===== src/sv/ihpd_pkg.sv =====
// shared types, opcode masks and match functions of the inline hook pattern detector
package ihpd_pkg;

   // instruction set mode codes
   localparam logic [1:0] MODE_ARM   = 2'd0;
   localparam logic [1:0] MODE_THUMB = 2'd1;
   localparam logic [1:0] MODE_A64   = 2'd2;

   // arm opcode masks
   localparam logic [31:0] ARM_LDR_PC_MASK = 32'hfe5ff000;
   localparam logic [31:0] ARM_LDR_PC_VAL  = 32'he41ff000;
   localparam logic [31:0] ARM_B_MASK      = 32'hff000000;
   localparam logic [31:0] ARM_B_VAL       = 32'hea000000;

   // thumb opcode masks
   localparam logic [31:0] T_LDR_PC_MASK = 32'hf000ff7f;
   localparam logic [31:0] T_LDR_PC_VAL  = 32'hf000f85f;
   localparam logic [31:0] T_B_T4_MASK   = 32'hd000f800;
   localparam logic [31:0] T_B_T4_VAL    = 32'h9000f000;
   localparam logic [15:0] T_B_T2_MASK   = 16'hf800;
   localparam logic [15:0] T_B_T2_VAL    = 16'he000;
   localparam logic [15:0] T_NOP_MASK    = 16'hff0f;
   localparam logic [15:0] T_NOP_VAL     = 16'hbf00;
   localparam logic [7:0]  T_MOV_HI      = 8'h46;
   localparam logic [15:0] T_BX_PC       = 16'h4778;

   // aarch64 opcode masks
   localparam logic [31:0] A64_B_MASK    = 32'hfc000000;
   localparam logic [31:0] A64_B_VAL     = 32'h14000000;
   localparam logic [31:0] A64_LDR_MASK  = 32'hff000000;
   localparam logic [31:0] A64_LDR_VAL   = 32'h58000000;
   localparam logic [31:0] A64_ADRP_MASK = 32'h9f000000;
   localparam logic [31:0] A64_ADRP_VAL  = 32'h90000000;
   localparam logic [31:0] A64_BR_MASK   = 32'hfffffc0f;
   localparam logic [31:0] A64_BR_VAL    = 32'hd61f0000;
   localparam logic [31:0] A64_MOV_MASK  = 32'h9f800000;
   localparam logic [31:0] A64_MOV_VAL   = 32'h92800000;

   // number of words after the first that the mov chain may scan
   localparam int A64_CHAIN = 4;

   // per-item flags after the decode stage
   typedef struct packed {
      logic [1:0]            mode;
      logic                  arm_hit;
      logic                  t_direct;
      logic                  t_skip;
      logic                  t_plain;
      logic                  t_skipped;
      logic                  a_b0;
      logic                  a_pair;
      logic                  a_mov0;
      logic [A64_CHAIN-1:0]  a_hit;
      logic [A64_CHAIN-1:0]  a_stop;
   } dec_type;

   // per-item results after the combine stage
   typedef struct packed {
      logic [1:0] mode;
      logic       arm;
      logic       thumb;
      logic       a64;
   } res_type;

   function automatic logic arm_ldr_pc(input logic [31:0] x);
      return (x & ARM_LDR_PC_MASK) == ARM_LDR_PC_VAL;
   endfunction

   function automatic logic arm_b(input logic [31:0] x);
      return (x & ARM_B_MASK) == ARM_B_VAL;
   endfunction

   function automatic logic t_ldr_pc(input logic [31:0] x);
      return (x & T_LDR_PC_MASK) == T_LDR_PC_VAL;
   endfunction

   function automatic logic t_b_t4(input logic [31:0] x);
      return (x & T_B_T4_MASK) == T_B_T4_VAL;
   endfunction

   function automatic logic t_b_t2(input logic [15:0] h);
      return (h & T_B_T2_MASK) == T_B_T2_VAL;
   endfunction

   function automatic logic t_nop(input logic [15:0] h);
      return (h & T_NOP_MASK) == T_NOP_VAL;
   endfunction

   // mov rd, rm with rd equal to rm
   function automatic logic t_mov_same(input logic [15:0] h);
      return (h[15:8] == T_MOV_HI) && (h[6:3] == {h[7], h[2:0]});
   endfunction

   function automatic logic a64_b(input logic [31:0] x);
      return (x & A64_B_MASK) == A64_B_VAL;
   endfunction

   function automatic logic a64_ldr(input logic [31:0] x);
      return (x & A64_LDR_MASK) == A64_LDR_VAL;
   endfunction

   function automatic logic a64_adrp(input logic [31:0] x);
      return (x & A64_ADRP_MASK) == A64_ADRP_VAL;
   endfunction

   function automatic logic a64_br(input logic [31:0] x);
      return (x & A64_BR_MASK) == A64_BR_VAL;
   endfunction

   function automatic logic a64_mov(input logic [31:0] x);
      return (x & A64_MOV_MASK) == A64_MOV_VAL;
   endfunction

endpackage


===== src/sv/ihpd_decode.sv =====
// first stage logic: opcode compares on the raw words
module ihpd_decode (
   input  logic [1:0]       isa_mode,
   input  logic [31:0]      word0,
   input  logic [31:0]      word1,
   input  logic [31:0]      word2,
   input  logic [31:0]      word3,
   input  logic [31:0]      word4,
   output ihpd_pkg::dec_type dec
);

   logic [31:0] t_cur2;
   logic [31:0] t_next2;
   logic [31:0] a_words [ihpd_pkg::A64_CHAIN];
   logic [4:0]  a_reg;

   // thumb view shifted by one halfword
   assign t_cur2  = {word1[15:0], word0[31:16]};
   assign t_next2 = {word2[15:0], word1[31:16]};

   assign a_words[0] = word1;
   assign a_words[1] = word2;
   assign a_words[2] = word3;
   assign a_words[3] = word4;
   assign a_reg      = word0[4:0];

   always_comb begin
      dec.mode    = isa_mode;
      // arm
      dec.arm_hit = ihpd_pkg::arm_ldr_pc(word0) || ihpd_pkg::arm_b(word0);
      // thumb
      dec.t_direct  = ihpd_pkg::t_ldr_pc(word0) || ihpd_pkg::t_b_t4(word0)
                      || ihpd_pkg::t_b_t2(word0[15:0]);
      dec.t_skip    = ihpd_pkg::t_nop(word0[15:0]) || ihpd_pkg::t_mov_same(word0[15:0]);
      dec.t_plain   = ihpd_pkg::t_ldr_pc(word0)
                      || ((word0[15:0] == ihpd_pkg::T_BX_PC) && ihpd_pkg::arm_ldr_pc(word1));
      dec.t_skipped = ihpd_pkg::t_ldr_pc(t_cur2)
                      || ((t_cur2[15:0] == ihpd_pkg::T_BX_PC) && ihpd_pkg::arm_ldr_pc(t_next2));
      // aarch64
      dec.a_b0   = ihpd_pkg::a64_b(word0);
      dec.a_pair = (ihpd_pkg::a64_ldr(word0) || ihpd_pkg::a64_adrp(word0))
                   && ihpd_pkg::a64_br(word1) && (word1[9:5] == a_reg);
      dec.a_mov0 = ihpd_pkg::a64_mov(word0);
      // per chain word: br on the same register, or an end of the search
      for (int i = 0; i < ihpd_pkg::A64_CHAIN; i++) begin
         dec.a_hit[i]  = ihpd_pkg::a64_br(a_words[i]) && (a_words[i][9:5] == a_reg);
         dec.a_stop[i] = (ihpd_pkg::a64_br(a_words[i]) && (a_words[i][9:5] != a_reg))
                         || (ihpd_pkg::a64_mov(a_words[i]) && (a_words[i][4:0] != a_reg));
      end
   end

endmodule


===== src/sv/ihpd_match.sv =====
// second stage logic: per instruction set pattern combine
module ihpd_match (
   input  ihpd_pkg::dec_type dec,
   output ihpd_pkg::res_type res
);

   logic chain;

   // mov chain resolved from the last word back to the first
   always_comb begin
      chain = 1'b0;
      for (int i = ihpd_pkg::A64_CHAIN - 1; i >= 0; i--) begin
         chain = dec.a_hit[i] || (!dec.a_stop[i] && chain);
      end
   end

   always_comb begin
      res.mode  = dec.mode;
      res.arm   = dec.arm_hit;
      res.thumb = dec.t_direct || (dec.t_skip ? dec.t_skipped : dec.t_plain);
      res.a64   = dec.a_b0 || dec.a_pair || (dec.a_mov0 && chain);
   end

endmodule


===== src/sv/inline_hook_pattern_detector.sv =====
// top level of the inline hook pattern detector: three-stage pipeline
//
// Usage:
//  - request channel: req_valid with req_isa_mode and req_word0..req_word4,
//    the first five little-endian words at a function entry; the item is
//    taken at a clock edge with req_valid high and req_stall low
//  - response channel: rsp_valid with rsp_hooked, 1 when the words match a
//    hook trampoline for the given mode; taken when rsp_valid is high and
//    rsp_stall is low; mode code 3 always gives 0
//  - three register stages: opcode compares, pattern combine, mode select
//    into the output register; rsp_valid is the valid bit of that last
//    stage, so a result is held there until it is taken
//  - throughput is one item per cycle while rsp_stall is low; each stage
//    advances on its own, so empty stages keep filling while a result waits at the output
//  - when rsp_stall stays high the pipe fills up and req_stall rises once
//    all three stages hold an item; nothing is dropped or repeated
//  - synchronous reset empties all stages; there is no other state
module inline_hook_pattern_detector (
   input  logic        clock,
   input  logic        reset,
   input  logic        req_valid,
   output logic        req_stall,
   input  logic [1:0]  req_isa_mode,
   input  logic [31:0] req_word0,
   input  logic [31:0] req_word1,
   input  logic [31:0] req_word2,
   input  logic [31:0] req_word3,
   input  logic [31:0] req_word4,
   output logic        rsp_valid,
   input  logic        rsp_stall,
   output logic        rsp_hooked
);

   ihpd_pkg::dec_type dec_in;
   ihpd_pkg::dec_type dec_ff;
   ihpd_pkg::res_type res_in;
   ihpd_pkg::res_type res_ff;
   logic              hooked_in;
   logic              hooked_ff;
   logic              v1_ff;
   logic              v2_ff;
   logic              v3_ff;
   logic              rdy1;
   logic              rdy2;
   logic              rdy3;

   // per-stage ready: a stage may load when empty or when it moves on
   assign rdy3 = !v3_ff || !rsp_stall;
   assign rdy2 = !v2_ff || rdy3;
   assign rdy1 = !v1_ff || rdy2;

   assign req_stall  = !rdy1;
   assign rsp_valid  = v3_ff;
   assign rsp_hooked = hooked_ff;

   // stage one compares
   ihpd_decode u_decode (
      .isa_mode (req_isa_mode),
      .word0    (req_word0),
      .word1    (req_word1),
      .word2    (req_word2),
      .word3    (req_word3),
      .word4    (req_word4),
      .dec      (dec_in)
   );

   // stage two combine
   ihpd_match u_match (
      .dec (dec_ff),
      .res (res_in)
   );

   // stage three mode select
   always_comb begin
      case (res_ff.mode)
         ihpd_pkg::MODE_ARM:   hooked_in = res_ff.arm;
         ihpd_pkg::MODE_THUMB: hooked_in = res_ff.thumb;
         ihpd_pkg::MODE_A64:   hooked_in = res_ff.a64;
         default:              hooked_in = 1'b0;
      endcase
   end

   // valid bits
   always_ff @(posedge clock) begin
      if (reset) begin
         v1_ff <= 1'b0;
         v2_ff <= 1'b0;
         v3_ff <= 1'b0;
      end else begin
         if (rdy1) begin
            v1_ff <= req_valid;
         end
         if (rdy2) begin
            v2_ff <= v1_ff;
         end
         if (rdy3) begin
            v3_ff <= v2_ff;
         end
      end
   end

   // payload registers
   always_ff @(posedge clock) begin
      if (rdy1) begin
         dec_ff <= dec_in;
      end
      if (rdy2) begin
         res_ff <= res_in;
      end
      if (rdy3) begin
         hooked_ff <= hooked_in;
      end
   end

endmodule


===== config.mk =====
export PLATFORM = sky130hd
export DESIGN_NAME = inline_hook_pattern_detector
export DESIGN_NICKNAME = d
export VERILOG_FILES = /design/src/sv/ihpd_pkg.sv /design/src/sv/ihpd_decode.sv /design/src/sv/ihpd_match.sv /design/src/sv/inline_hook_pattern_detector.sv
export SDC_FILE = /design/constraint.sdc
export NUM_CORES = 1
export LEC_CHECK = 0
export BUFFER_PORTS_ARGS = -buffer_cell sky130_fd_sc_hd__buf_2
export CORE_MARGIN = 8
export CORE_UTILIZATION = 37
export CTS_BUF_LIST = sky130_fd_sc_hd__clkbuf_2
export CTS_CLUSTER_DIAMETER = 60
export CTS_CLUSTER_SIZE = 25
export DETAILED_ROUTE_END_ITERATION = 16
export PLACE_DENSITY_LB_ADDON = 0.25
export SLEW_MARGIN = 10
export SYNTH_ARGS = -nofsm -noshare
export SYNTH_HDL_FRONTEND = slang
export SYNTH_SLANG_ARGS = --single-unit
export TNS_END_PERCENT = 50

===== constraint.sdc =====
create_clock -name clock -period 1.9 [get_ports clock]
set_clock_uncertainty 0.15 [all_clocks]
set_input_delay 0.38 -clock clock [delete_from_list [all_inputs] [get_ports clock]]
set_output_delay 0.38 -clock clock [all_outputs]
set_load 0.1 [all_outputs]

# == Word-level counts from Yosys, hierarchy flattened ==
# Index checks and enable logic that the tools add are counted.
# op_classes
n_mux,2
order_cmp,0
eq_ne,36
shift,0
div_mod_pow,0
addsub,0
bitwise,0
mul,0
reduce_logical,47
# ops
operator,count
$eq A26 B26 Y1 const B,4
$eq A17 B17 Y1 const B,3
$eq A19 B19 Y1 const B,2
$eq A16 B15 Y1 const B,2
$ne A5 B5 Y1,6
$eq A7 B7 Y1 const B,4
$eq A5 B5 Y1,4
$logic_and A1 B1 Y1,19
$logic_or A1 B1 Y1,19
$eq A8 B7 Y1 const B,2
$eq A8 B8 Y1 const B,2
$eq A12 B12 Y1 const B,1
$logic_not A1 Y1,8
$eq A6 B3 Y1 const B,1
$eq A6 B6 Y1 const B,1
$eq A5 B5 Y1 const B,1
$eq A4 B4 Y1,1
$pmux W1 S3,1
$eq A2 B1 Y1 const B,1
$eq A2 B2 Y1 const B,1
$logic_not A2 Y1,1
$mux W1,1
# totals
latch_bits,0
word_cells,104
in_bits,166
output_inout_bits,3
ramBits,0
memories,0
mem_bits_ro,0
regBits,26

# == Depth between registers and ports, before layout ==
# Gate-level depths: netlist of the first run.
# logic_depth
depth_word,9
mapped_depth,6
mapped_depth_nobuf,6

# == Cells and area by module ==
# A second synthesis of the first run with hierarchy kept.
# hier_totals
cells_unflattened,237
area_unflattened_um2,2332.2
# modules_own_cells
module,area_per_inst_um2,seq_area_each_um2,n_inst,cells_per_inst
ihpd_decode,1395.1,0.0,1,186
inline_hook_pattern_detector,855.8,780.7,1,40
ihpd_match,81.3,0.0,1,11

# == Worst setup path after synthesis of the first run ==
# No wires, ideal clock.
# synth_path
path_kind,flip-flop to output port
start,reg v3_ff (netlist: rsp_valid)
end,out req_stall
slack_ps,-752
arrival_ps,2122
path_stages_with_launch,4
t_required_ps,1370
path_cell_list,dfxtp_1 and3_1 nand2_1 inv_2
# synth_between
elab_chain_len,5
# synth_rtl
element,line_no,rtl
"start, declared",inline_hook_pattern_detector.sv:42,logic v3_ff;
"start signal, assigned",inline_hook_pattern_detector.sv:97,v3_ff <= v2_ff;
$logic_not A1 Y1,inline_hook_pattern_detector.sv:48,assign rdy3 = !v3_ff || !rsp_stall;
$logic_or A1 B1 Y1,inline_hook_pattern_detector.sv:48,
$logic_or A1 B1 Y1,inline_hook_pattern_detector.sv:49,assign rdy2 = !v2_ff || rdy3;
$logic_or A1 B1 Y1,inline_hook_pattern_detector.sv:50,assign rdy1 = !v1_ff || rdy2;
$logic_not A1 Y1,inline_hook_pattern_detector.sv:52,assign req_stall = !rdy1;
"end, declared",inline_hook_pattern_detector.sv:22,"output logic req_stall,"
# Every way passes these cells.

==> results of run 1 <==
-- kinds of logic (layout without fill, tap and decap cells) --
logic type | count (synthesis) | in the layout | share of synthesized area, %
xor gates and xnor gates | 38 | 38 | 15.8
buffers and inverters | 10 | 199 | 2.67
AOI/OAI and AO/OA | 15 | 15 | 5.53
and+or+nand+nor | 130 | 130 | 38.8
DFF | 26 | 26 | 35.7
adders and majority gates | 1 | 1 | 0.594
muxes | 2 | 2 | 0.951
-- cell usage in the layout, fill, tap and decap left out, drive strengths merged, types with 4 or more instances in the layout --
master	n
inv	5
nand2	16
nor3	9
nand2b	4
nor2b	4
and3	4
nand4b	9
nor4b	10
nor2	16
nand3	14
nand3b	5
buf	189
nand4	12
nor4	14
nor4bb	5
edfxtp	23
xor2	13
xnor2	25
-- how the worst min path moves through the flow --
stage	from	endpoint	slack [ps]	cells past startpoint
6_report	req_isa_mode[0]	dec_ff[16]$_DFFE_PN_	60	1
5_1_grt	req_isa_mode[0]	dec_ff[16]$_DFFE_PN_	10	1
4_1_cts	reset	rsp_valid$_SDFFE_PP0P_	20	2
3_5_place_dp	dec_ff[17]$_DFFE_PN_	res_ff[4]$_DFFE_PP_	260	0
3_3_place_gp	dec_ff[15]$_DFFE_PN_	res_ff[2]$_DFFE_PP_	250	0
2_1_floorplan	dec_ff[15]$_DFFE_PN_	res_ff[2]$_DFFE_PP_	250	0
-- report_power, final --
part	internal (mW)	leakage, nW	total [mW]	switching [mW]
combinational	0.232	1.13	0.419	0.187
sequential	0.625	0.302	0.630	0.00467
clock	0.0458	0.0140	0.200	0.154
total	0.903	1.44	1.25	0.346
-- metal layers --
metal | global-route usage [%] | vias to the layer above | part of all wire [%]
li1 | - | 1240 | -
met1 | 19.9 | 1135 | 37
met2 | 35.6 | 110 | 51
met3 | 8.31 | 14 | 10
met4 | 6.68 | 0 | 2.4
met5 | 0 | - | 0
-- per-stage QoR --
stage | TNS [ps] | hold slack [ps] | instance area, µm²
6_report | 0 | 56.2 | 3220
5_1_grt | 0 | 12.2 | 3220
4_1_cts | 0 | 19.4 | 3200
3_5_place_dp | -446 | 262 | 3180
3_3_place_gp | -442 | 251 | 3180
2_1_floorplan | -92.3 | 250 | 2120
-- state kept, by name (all words and copies together), names as in the netlist --
name,flops
v2_ff,1
dec_ff,17
res_ff,5
rsp_hooked,1
rsp_valid,1
v1_ff,1
-- area by class of cell --
class	count	area [µm²]
clock buffer	3	15.0
inverter	5	23.8
clock inverter	1	3.75
timing repair buffer	190	1030
tap	72	90.1
sequential	26	756
multi-input combinational	186	1310
fill	509	2290
-- timing repair --
item                                   in CTS  in global routing
setup endpoints to repair                   0                  1
resized for setup                           0                  2
endpoints found under the hold margin       0                  1
hold buffers                                0                  1
setup buffers                               0                  0
-- Yosys cell counts (2+ instances only) --
master	instances	area [µm²]
xor2_1	13	114
mux2i_1	2	20.0
and3_1	3	18.8
nor2_1	16	60.1
nor4b_1	10	87.6
nand3b_1	5	37.5
o32ai_1	2	17.5
a21oi_1	3	15.0
xnor2_1	25	219
nand4b_1	9	78.8
nor4bb_1	5	50.1
o41ai_1	2	17.5
buf_6	2	22.5
nor3_1	8	40.0
nand2_1	15	56.3
nor3b_1	3	22.5
nand2b_1	4	25.0
nor4_1	14	87.6
inv_1	4	15.0
nor2b_1	4	25.0
edfxtp_1	23	691
or4_1	2	15.0
nand3_1	13	65.1
buf_2	3	15.0
dfxtp_1	3	60.1
nand4_1	12	75.1
==> impl_metrics.env, run 1 <==
export IMPL_status="complete, no violations"
export IMPL_crit_type="in -> reg"
export IMPL_cts_sinks=26
export IMPL_path_delay_family="simple AND/OR/NAND/NOR gates"
export IMPL_port_buffers=167
export IMPL_cpPeakStageDelay_ps=490
export IMPL_start_kind="input pin"
export IMPL_htree_num_levels=1
export IMPL_finalSetupViolations=0
export IMPL_p_total_mw=1.25
export IMPL_clock_latency_ps=330
export IMPL_die_area_um2=8360
export IMPL_ys_async_sr_fraction_pct=0
export IMPL_r2r_end="dec_ff[15]$_DFFE_PN_"
export IMPL_maxSlewHeadroom_pct=67.8
export IMPL_cp_depth=7
export IMPL_grt_max_degree=18
export IMPL_grt_pass1_vias=2841
export IMPL_endpoint="dec_ff[12]$_DFFE_PN_"
export IMPL_diodes=0
export IMPL_crit_required_ps=1920
export IMPL_cts_clk_slew_worst_paths_ps=230
export IMPL_area_delta_synth_final_pct=53.0
export IMPL_die_w_um=91.4
export IMPL_numCtsBuffers=3
export IMPL_syn_nets=389
export IMPL_maxCapViolations=0
export IMPL_dr_pass1_iters=4
export IMPL_fin_crit_sh_pct=93.8
export IMPL_fmax_ghz=0.561
export IMPL_synth_cell_types=43
export IMPL_postRouteAntennaNets=0
export IMPL_vias=2499
export IMPL_cts_path_max_buffers=2
export IMPL_synth_avg_cell_area_um2=9.48
export IMPL_crit_start="req_word0[7]"
export IMPL_slowest_stage="or4b_1"
export IMPL_tightest_slew_ps=486
export IMPL_syn_inst=222
export IMPL_num_io_pins=169
export IMPL_finalNonFillerCells=483
export IMPL_die_h_um=91.4
export IMPL_final_core_util_pct=58.5
export IMPL_rows=27
export IMPL_wl_um=8320
export IMPL_power_density_nw_per_um2=388
export IMPL_reg2reg_slack_ps=530
export IMPL_setup_ws_ps=117
export IMPL_yosysWarnings=0
export IMPL_drv_slew=0
export IMPL_viasPerCell=5.17
export IMPL_placedCellCount=478
export IMPL_hold_violations=0
export IMPL_dp_hpwl_um=7570
export IMPL_period_needed_ps=1780
export IMPL_rsz0062_at_grt="false"
export IMPL_peakVddDrop_mv=0.191
export IMPL_nNetsFinal=579
export IMPL_overflow=0
export IMPL_core_um2=5510
export IMPL_worstHoldPathType="in -> reg"
export IMPL_drive_gt1_share_pct=49.4
export IMPL_initial_core_util_pct=38.2
export IMPL_synth_flop_cell="edfxtp_1"
export IMPL_yosysSeqAreaShare_pct=35.7
export IMPL_grt_pass1_wl_um=13500
export IMPL_timing_rr_start="rsp_valid$_SDFFE_PP0P_"
export IMPL_synth_area_um2=2100
export IMPL_synth_seq_cells=26
export IMPL_end_kind="flip-flop"
export IMPL_r2r_cells=3
export IMPL_grt_usage_pct=19.7
export IMPL_pre_cts_ws_ps=-253
export IMPL_drc=0
export IMPL_critical_path_buf_inv_count=2
export IMPL_worstPathCellList="buf_2 -> inv_1 -> ha_1 -> nand3b_1 -> or4_1 -> or4b_1 -> o41ai_2"
export IMPL_synth_edf_count=23
export IMPL_clockRootBuffer="clkbuf_2"
export IMPL_gp_congestion=0.844
export IMPL_drt_wirelength_per_cell_um=17.2
export IMPL_crit_fanout=1
export IMPL_drtIter0Drc=138
export IMPL_critPathArrivalTime_ps=1810
export IMPL_cts_tree="done"
export IMPL_power_leakage_nw=1.45
export IMPL_antenna_found_initial=0
No activity file was read; power rests on OpenSTA's default activity.
==> run 2: changes to the inputs <==
CORE_UTILIZATION = 41   (was 37)
clock period = 2.01 ns   (was 1.9 ns; I/O delays follow)
==> impl_metrics.env, run 2 (same netlist as run 1, synthesis figures left out) <==
export IMPL_rows=26
export IMPL_wl_um=8340
export IMPL_antenna_found_initial=0
export IMPL_dp_hpwl_um=7500
export IMPL_post_cts_buffers=0
export IMPL_drv_slew=0
export IMPL_largest_reg_flops=17
export IMPL_hold_violations=0
export IMPL_slowest_stage="or4b_1"
export IMPL_grt_max_degree=18
export IMPL_rsz0062_at_grt="false"
export IMPL_die_area_um2=7680
export IMPL_maxCapViolations=0
export IMPL_cts_clk_slew_worst_paths_ps=230
export IMPL_cts_resized=0
export IMPL_vias=2526
export IMPL_cts_path_max_buffers=2
export IMPL_top_register="dec_ff"
export IMPL_port_buffers=167
export IMPL_power_density_nw_per_um2=414
export IMPL_r2r_end="dec_ff[16]$_DFFE_PN_"
export IMPL_reg2reg_slack_ps=620
export IMPL_crit_fanout=1
export IMPL_status="complete, no violations"
export IMPL_cts_hold_buffers=0
export IMPL_critPathArrivalTime_ps=1880
export IMPL_initial_core_util_pct=41.7
export IMPL_timing_rr_start="rsp_valid$_SDFFE_PP0P_"
export IMPL_maxSlewHeadroom_pct=60.6
export IMPL_tightest_slew_ps=583
export IMPL_p_total_mw=1.30
export IMPL_postRouteAntennaNets=0
export IMPL_r2r_cells=3
export IMPL_drive_gt1_share_pct=48.0
export IMPL_grt_usage_pct=21.7
export IMPL_clockRootBuffer="clkbuf_2"
export IMPL_gp_congestion=0.902
export IMPL_die_h_um=87.6
export IMPL_diodes=0
export IMPL_numCtsBuffers=3
export IMPL_htree_num_levels=1
export IMPL_cts_tree="done"
export IMPL_num_io_pins=169
export IMPL_finalSetupViolations=0
export IMPL_worstHoldPathType="in -> reg"
export IMPL_end_kind="flip-flop"
export IMPL_reg_largest_list="dec_ff x17, res_ff x5"
export IMPL_grt_pass1_vias=2778
export IMPL_cts_sinks=26
export IMPL_holdPathStages=2
export IMPL_core_um2=5040
export IMPL_power_leakage_nw=1.41
export IMPL_cpPeakStageDelay_ps=500
export IMPL_final_cell_mix="buf_2, xnor2_1, edfxtp_1"
export IMPL_peakVddDrop_mv=0.336
export IMPL_hold_end="v1_ff$_SDFFE_PP0N_"
export IMPL_drtIter0Drc=177
export IMPL_overflow=0
export IMPL_die_w_um=87.6
export IMPL_cp_depth=7
export IMPL_area_delta_synth_final_pct=49.8
export IMPL_grt_pass1_wl_um=13100
export IMPL_critical_path_buf_inv_count=2
export IMPL_final_common_cell="buf_2"
export IMPL_path_delay_family="simple AND/OR/NAND/NOR gates"
export IMPL_nNetsFinal=568
export IMPL_finalSetupTns_ps=0
export IMPL_drc=0
export IMPL_start_kind="input pin"
export IMPL_clock_latency_ps=340
export IMPL_worstPathCellList="buf_2 -> inv_1 -> ha_1 -> nand3b_1 -> or4_1 -> or4b_1 -> o41ai_2"
export IMPL_fin_crit_sh_pct=92.5
export IMPL_drt_wirelength_per_cell_um=17.8
export IMPL_min_delay_start="reset"
export IMPL_period_needed_ps=1860
export IMPL_viasPerCell=5.37
export IMPL_crit_required_ps=2030
export IMPL_crit_type="in -> reg"
export IMPL_dr_pass1_iters=4
export IMPL_fmax_ghz=0.538
export IMPL_num_fill_cells=467
-- run 2: report_power, final --
part / switching (mW) / leakage [nW] / total, mW / internal (mW)
Combinational: 0.179 / 1.08 / 0.388 / 0.209
Clock: 0.149 / 0.0266 / 0.321 / 0.171
Sequential: 0.00429 / 0.301 / 0.595 / 0.591
Total: 0.333 / 1.41 / 1.30 / 0.971
-- run 2: worst max-delay path by stage --
stage                           start              endpoint  slack, ps
3_3_place_gp             req_word0[7]  dec_ff[12]$_DFFE_PN_       -150
3_5_place_dp             req_word0[7]  dec_ff[12]$_DFFE_PN_       -210
2_1_floorplan            req_word0[4]  dec_ff[12]$_DFFE_PN_         -4
4_1_cts        rsp_valid$_SDFFE_PP0P_             req_stall        140
6_report                 req_word0[7]  dec_ff[12]$_DFFE_PN_        150
5_1_grt        rsp_valid$_SDFFE_PP0P_             req_stall         50
-- run 2: cell type report --
| class | instances | area [µm²] | share of cell area [%] |
|---|---|---|---|
| flip-flops and latches | 26 | 754 | 23.9 |
| clock inverters | 1 | 30.0 | 0.953 |
| well taps | 70 | 87.6 | 2.78 |
| repair buffers | 179 | 941 | 29.9 |
| inverters | 5 | 23.8 | 0.754 |
| multi-input cells | 186 | 1300 | 41.2 |
| clock buffers | 3 | 15.0 | 0.476 |
-- run 2: per-layer routing --
metal | track usage, % | routed length, µm | part of all wire (%) | vias to the layer above
met5 | 0 | 0 | 0 | -
met3 | 7.22 | 789 | 9.5 | 15
met2 | 39.7 | 4390 | 53 | 131
met4 | 6.25 | 162 | 1.9 | 0
li1 | - | - | - | 1214
met1 | 23.0 | 3000 | 36 | 1166
-- run 2: per-stage QoR --
step                      hold WS, ps  instances  utilization [%]  setup slack [ps]  instance area [µm²]
after detailed placement          257        466             61.6              -207                 3110
after global placement            251        466             61.6              -150                 3110
after floorplan                   250        222                -             -4.32                 2120
final                            58.0        470             62.5               151                 3150
after global routing             18.3        470             62.5              52.9                 3150
after CTS                        37.6        470             62.5               140                 3150
==> run 3: changes to the inputs <==
ABC_AREA = 1   (was not set)
CORE_UTILIZATION = 44   (was 41)
==> impl_metrics.env, run 3 <==
export IMPL_holdPathStages=2
export IMPL_path_delay_family="flip-flops"
export IMPL_die_w_um=92.7
export IMPL_port_buffers=167
export IMPL_fin_crit_sh_pct=92.6
export IMPL_period_needed_ps=1860
export IMPL_postRouteAntennaNets=0
export IMPL_yosys_area_top_type="edfxtp_1"
export IMPL_crit_type="reg -> out"
export IMPL_drtIter0Drc=85
export IMPL_nNetsFinal=767
export IMPL_clockRootBuffer="clkbuf_2"
export IMPL_gp_congestion=0.978
export IMPL_slowest_stage="dfxtp_4"
export IMPL_clock_latency_ps=340
export IMPL_cts_tree="done"
export IMPL_synth_commonest_cells="nand2_1, nor2_1, inv_1"
export IMPL_maxSlewHeadroom_pct=67.7
export IMPL_fmax_ghz=0.537
export IMPL_finalNonFillerCells=675
export IMPL_finalSetupViolations=0
export IMPL_synth_cell_types=34
export IMPL_worstPathCellList="nand2_1 -> nor2_4 -> nand2_4 -> clkinvlp_4 -> buf_12"
export IMPL_cts_path_max_buffers=2
export IMPL_drv_slew=0
export IMPL_synth_edf_count=23
export IMPL_power_density_nw_per_um2=378
export IMPL_synth_xor_area_share_pct=6.76
export IMPL_drive_gt1_share_pct=31.1
export IMPL_initial_core_util_pct=44.5
export IMPL_finalSetupTns_ps=0
export IMPL_critical_path_buf_inv_count=2
export IMPL_die_area_um2=8600
export IMPL_grt_usage_pct=18.5
export IMPL_cpPeakStageDelay_ps=390
export IMPL_synth_avg_cell_area_um2=6.00
export IMPL_status="complete, no violations"
export IMPL_num_fill_cells=606
export IMPL_synth_adder_area_share_pct=0.483
export IMPL_crit_fanout=3
export IMPL_grt_pass1_vias=3150
export IMPL_final_common_cell="buf_2"
export IMPL_cts_sinks=26
export IMPL_num_io_pins=169
export IMPL_reg2reg_slack_ps=670
export IMPL_crit_required_ps=1460
export IMPL_r2r_end="dec_ff[16]$_DFFE_PN_"
export IMPL_post_synth_top_count_cell="nand2_1"
export IMPL_viasPerCell=4.59
export IMPL_antenna_found_initial=1
export IMPL_largest_reg_flops=17
export IMPL_yosysWarnings=0
export IMPL_timing_rr_start="rsp_valid$_SDFFE_PP0P_"
export IMPL_hold_violations=0
export IMPL_peakVddDrop_mv=0.204
export IMPL_reg_largest_list="dec_ff x17, res_ff x5"
export IMPL_synth_area_um2=2590
export IMPL_critPathArrivalTime_ps=1310
export IMPL_core_um2=5820
export IMPL_min_delay_start="reset"
export IMPL_synth_top_family_by_area="simple AND/OR/NAND/NOR gates"
export IMPL_ys_async_sr_fraction_pct=0
export IMPL_synth_top_area_share_pct=26.7
export IMPL_overflow=0
export IMPL_cts_clk_slew_worst_paths_ps=220
export IMPL_rows=28
export IMPL_synthMuxAreaShare_pct=0
export IMPL_maxCapViolations=0
export IMPL_placedCellCount=670
export IMPL_grt_pass1_wl_um=13200
export IMPL_hold_end="rsp_valid$_SDFFE_PP0P_"
export IMPL_synth_compound_area_share_pct=3.09
export IMPL_die_h_um=92.7
export IMPL_drc=0
export IMPL_tightest_slew_ps=487
export IMPL_area_delta_synth_final_pct=37.4
export IMPL_vias=3100
export IMPL_syn_inst=432
export IMPL_top_register="dec_ff"
export IMPL_end_kind="output port"
export IMPL_numCtsBuffers=3
export IMPL_yosysSeqAreaShare_pct=29.0
export IMPL_start_kind="flip-flop"
export IMPL_wl_um=8320
export IMPL_dp_hpwl_um=7390
export IMPL_grt_max_degree=18
export IMPL_drt_wirelength_per_cell_um=12.3
export IMPL_final_cell_mix="buf_2, nand2_1, nor2_1"
export IMPL_rsz0062_at_grt="false"
export IMPL_synth_flop_cell="edfxtp_1"
export IMPL_dr_pass1_iters=4
export IMPL_synth_seq_cells=26
export IMPL_power_leakage_nw=2.01
export IMPL_htree_num_levels=1
export IMPL_post_cts_buffers=0
export IMPL_synth_area_leaders="edfxtp_1, nand2_1, nor2_1, inv_1, nand3_1"
export IMPL_synthSimpleGateAreaFrac_pct=46.6
export IMPL_syn_nets=599
export IMPL_worstHoldPathType="in -> reg"
export IMPL_r2r_cells=4
==> run 3: cell types whose count changed in the layout (fill, tap and decap cells not counted), moves of 5 or more <==
cell | before | now
buf_4 | 12 | 1
xnor2_1 | 25 | 8
nor4b_1 | 10 | 0
nand4b_1 | 9 | 0
nand3_1 | 13 | 30
nand2_1 | 14 | 128
nor2_1 | 16 | 92
nor4_1 | 14 | 1
nor4bb_1 | 5 | 0
inv_1 | 4 | 72
==> run 3: cell type report <==
class	instances	area, µm²	area share [%]
multi-input combinational	322	1490	41.9
timing repair buffer	168	858	24.1
sequential	26	754	21.2
inverter	79	315	8.86
tap	75	93.8	2.64
clock inverter	1	30.0	0.844
clock buffer	3	15.0	0.422
antenna	1	2.50	0.0703
==> run 3: worst reg2reg max path, stage by stage (launching register included) <==
cell     delay [ps]
dfxtp_4         390
nand2_1         160
nor2_4           60
nand2_4          70
buf_4           240
==> run 3: routing by layer <==
metal | part of all wire (%) | GRT usage [%]
met4 | 0.41 | 2.82
met1 | 41 | 20.7
met3 | 7.1 | 4.85
met2 | 51 | 34.6
met5 | 0 | 0
==> run 3: per-stage QoR <==
stage          cell area [µm²]  hold slack [ps]  power, mW  util, %  setup WS [ps]
2_1_floorplan             2610              250      0.821        -           42.1
4_1_cts                   3550             26.9       1.36     61.0           23.0
3_3_place_gp              3500              253       1.02     60.3            362
3_5_place_dp              3500              257       1.04     60.3            320
5_1_grt                   3560             6.06       1.44     61.2           10.8
6_report                  3560             64.3       1.35     61.2            148
==> run 3: worst max path at each step <==
stage | start | end | slack [ps] | depth (start not counted)
floorplan | rsp_valid$_SDFFE_PP0P_ | req_stall | 40 | 4
global placement | rsp_stall | req_stall | 360 | 6
detailed placement | rsp_stall | req_stall | 320 | 6
CTS | rsp_valid$_SDFFE_PP0P_ | req_stall | 20 | 5
global route | rsp_valid$_SDFFE_PP0P_ | req_stall | 10 | 5
finish | rsp_valid$_SDFFE_PP0P_ | req_stall | 150 | 5
==> run 3: kinds of logic after synthesis <==
family,Yosys count
simple gates,287
fa+ha+maj,1
flops,26
xor+xnor,20
compound gates,14
buf+inv,84
==> run 3: timing repair <==
item / in CTS / in global routing
endpoints found under the setup margin: 0 / 1
gates resized for setup: 0 / 2
hold buffers: 0 / 0
==> run 3: report_power, final <==
group | total [mW] | switching (mW) | leakage (nW) | internal [mW]
Combinational | 0.432 | 0.231 | 1.68 | 0.201
Sequential | 0.596 | 0.00407 | 0.301 | 0.592
Clock | 0.319 | 0.147 | 0.0266 | 0.171
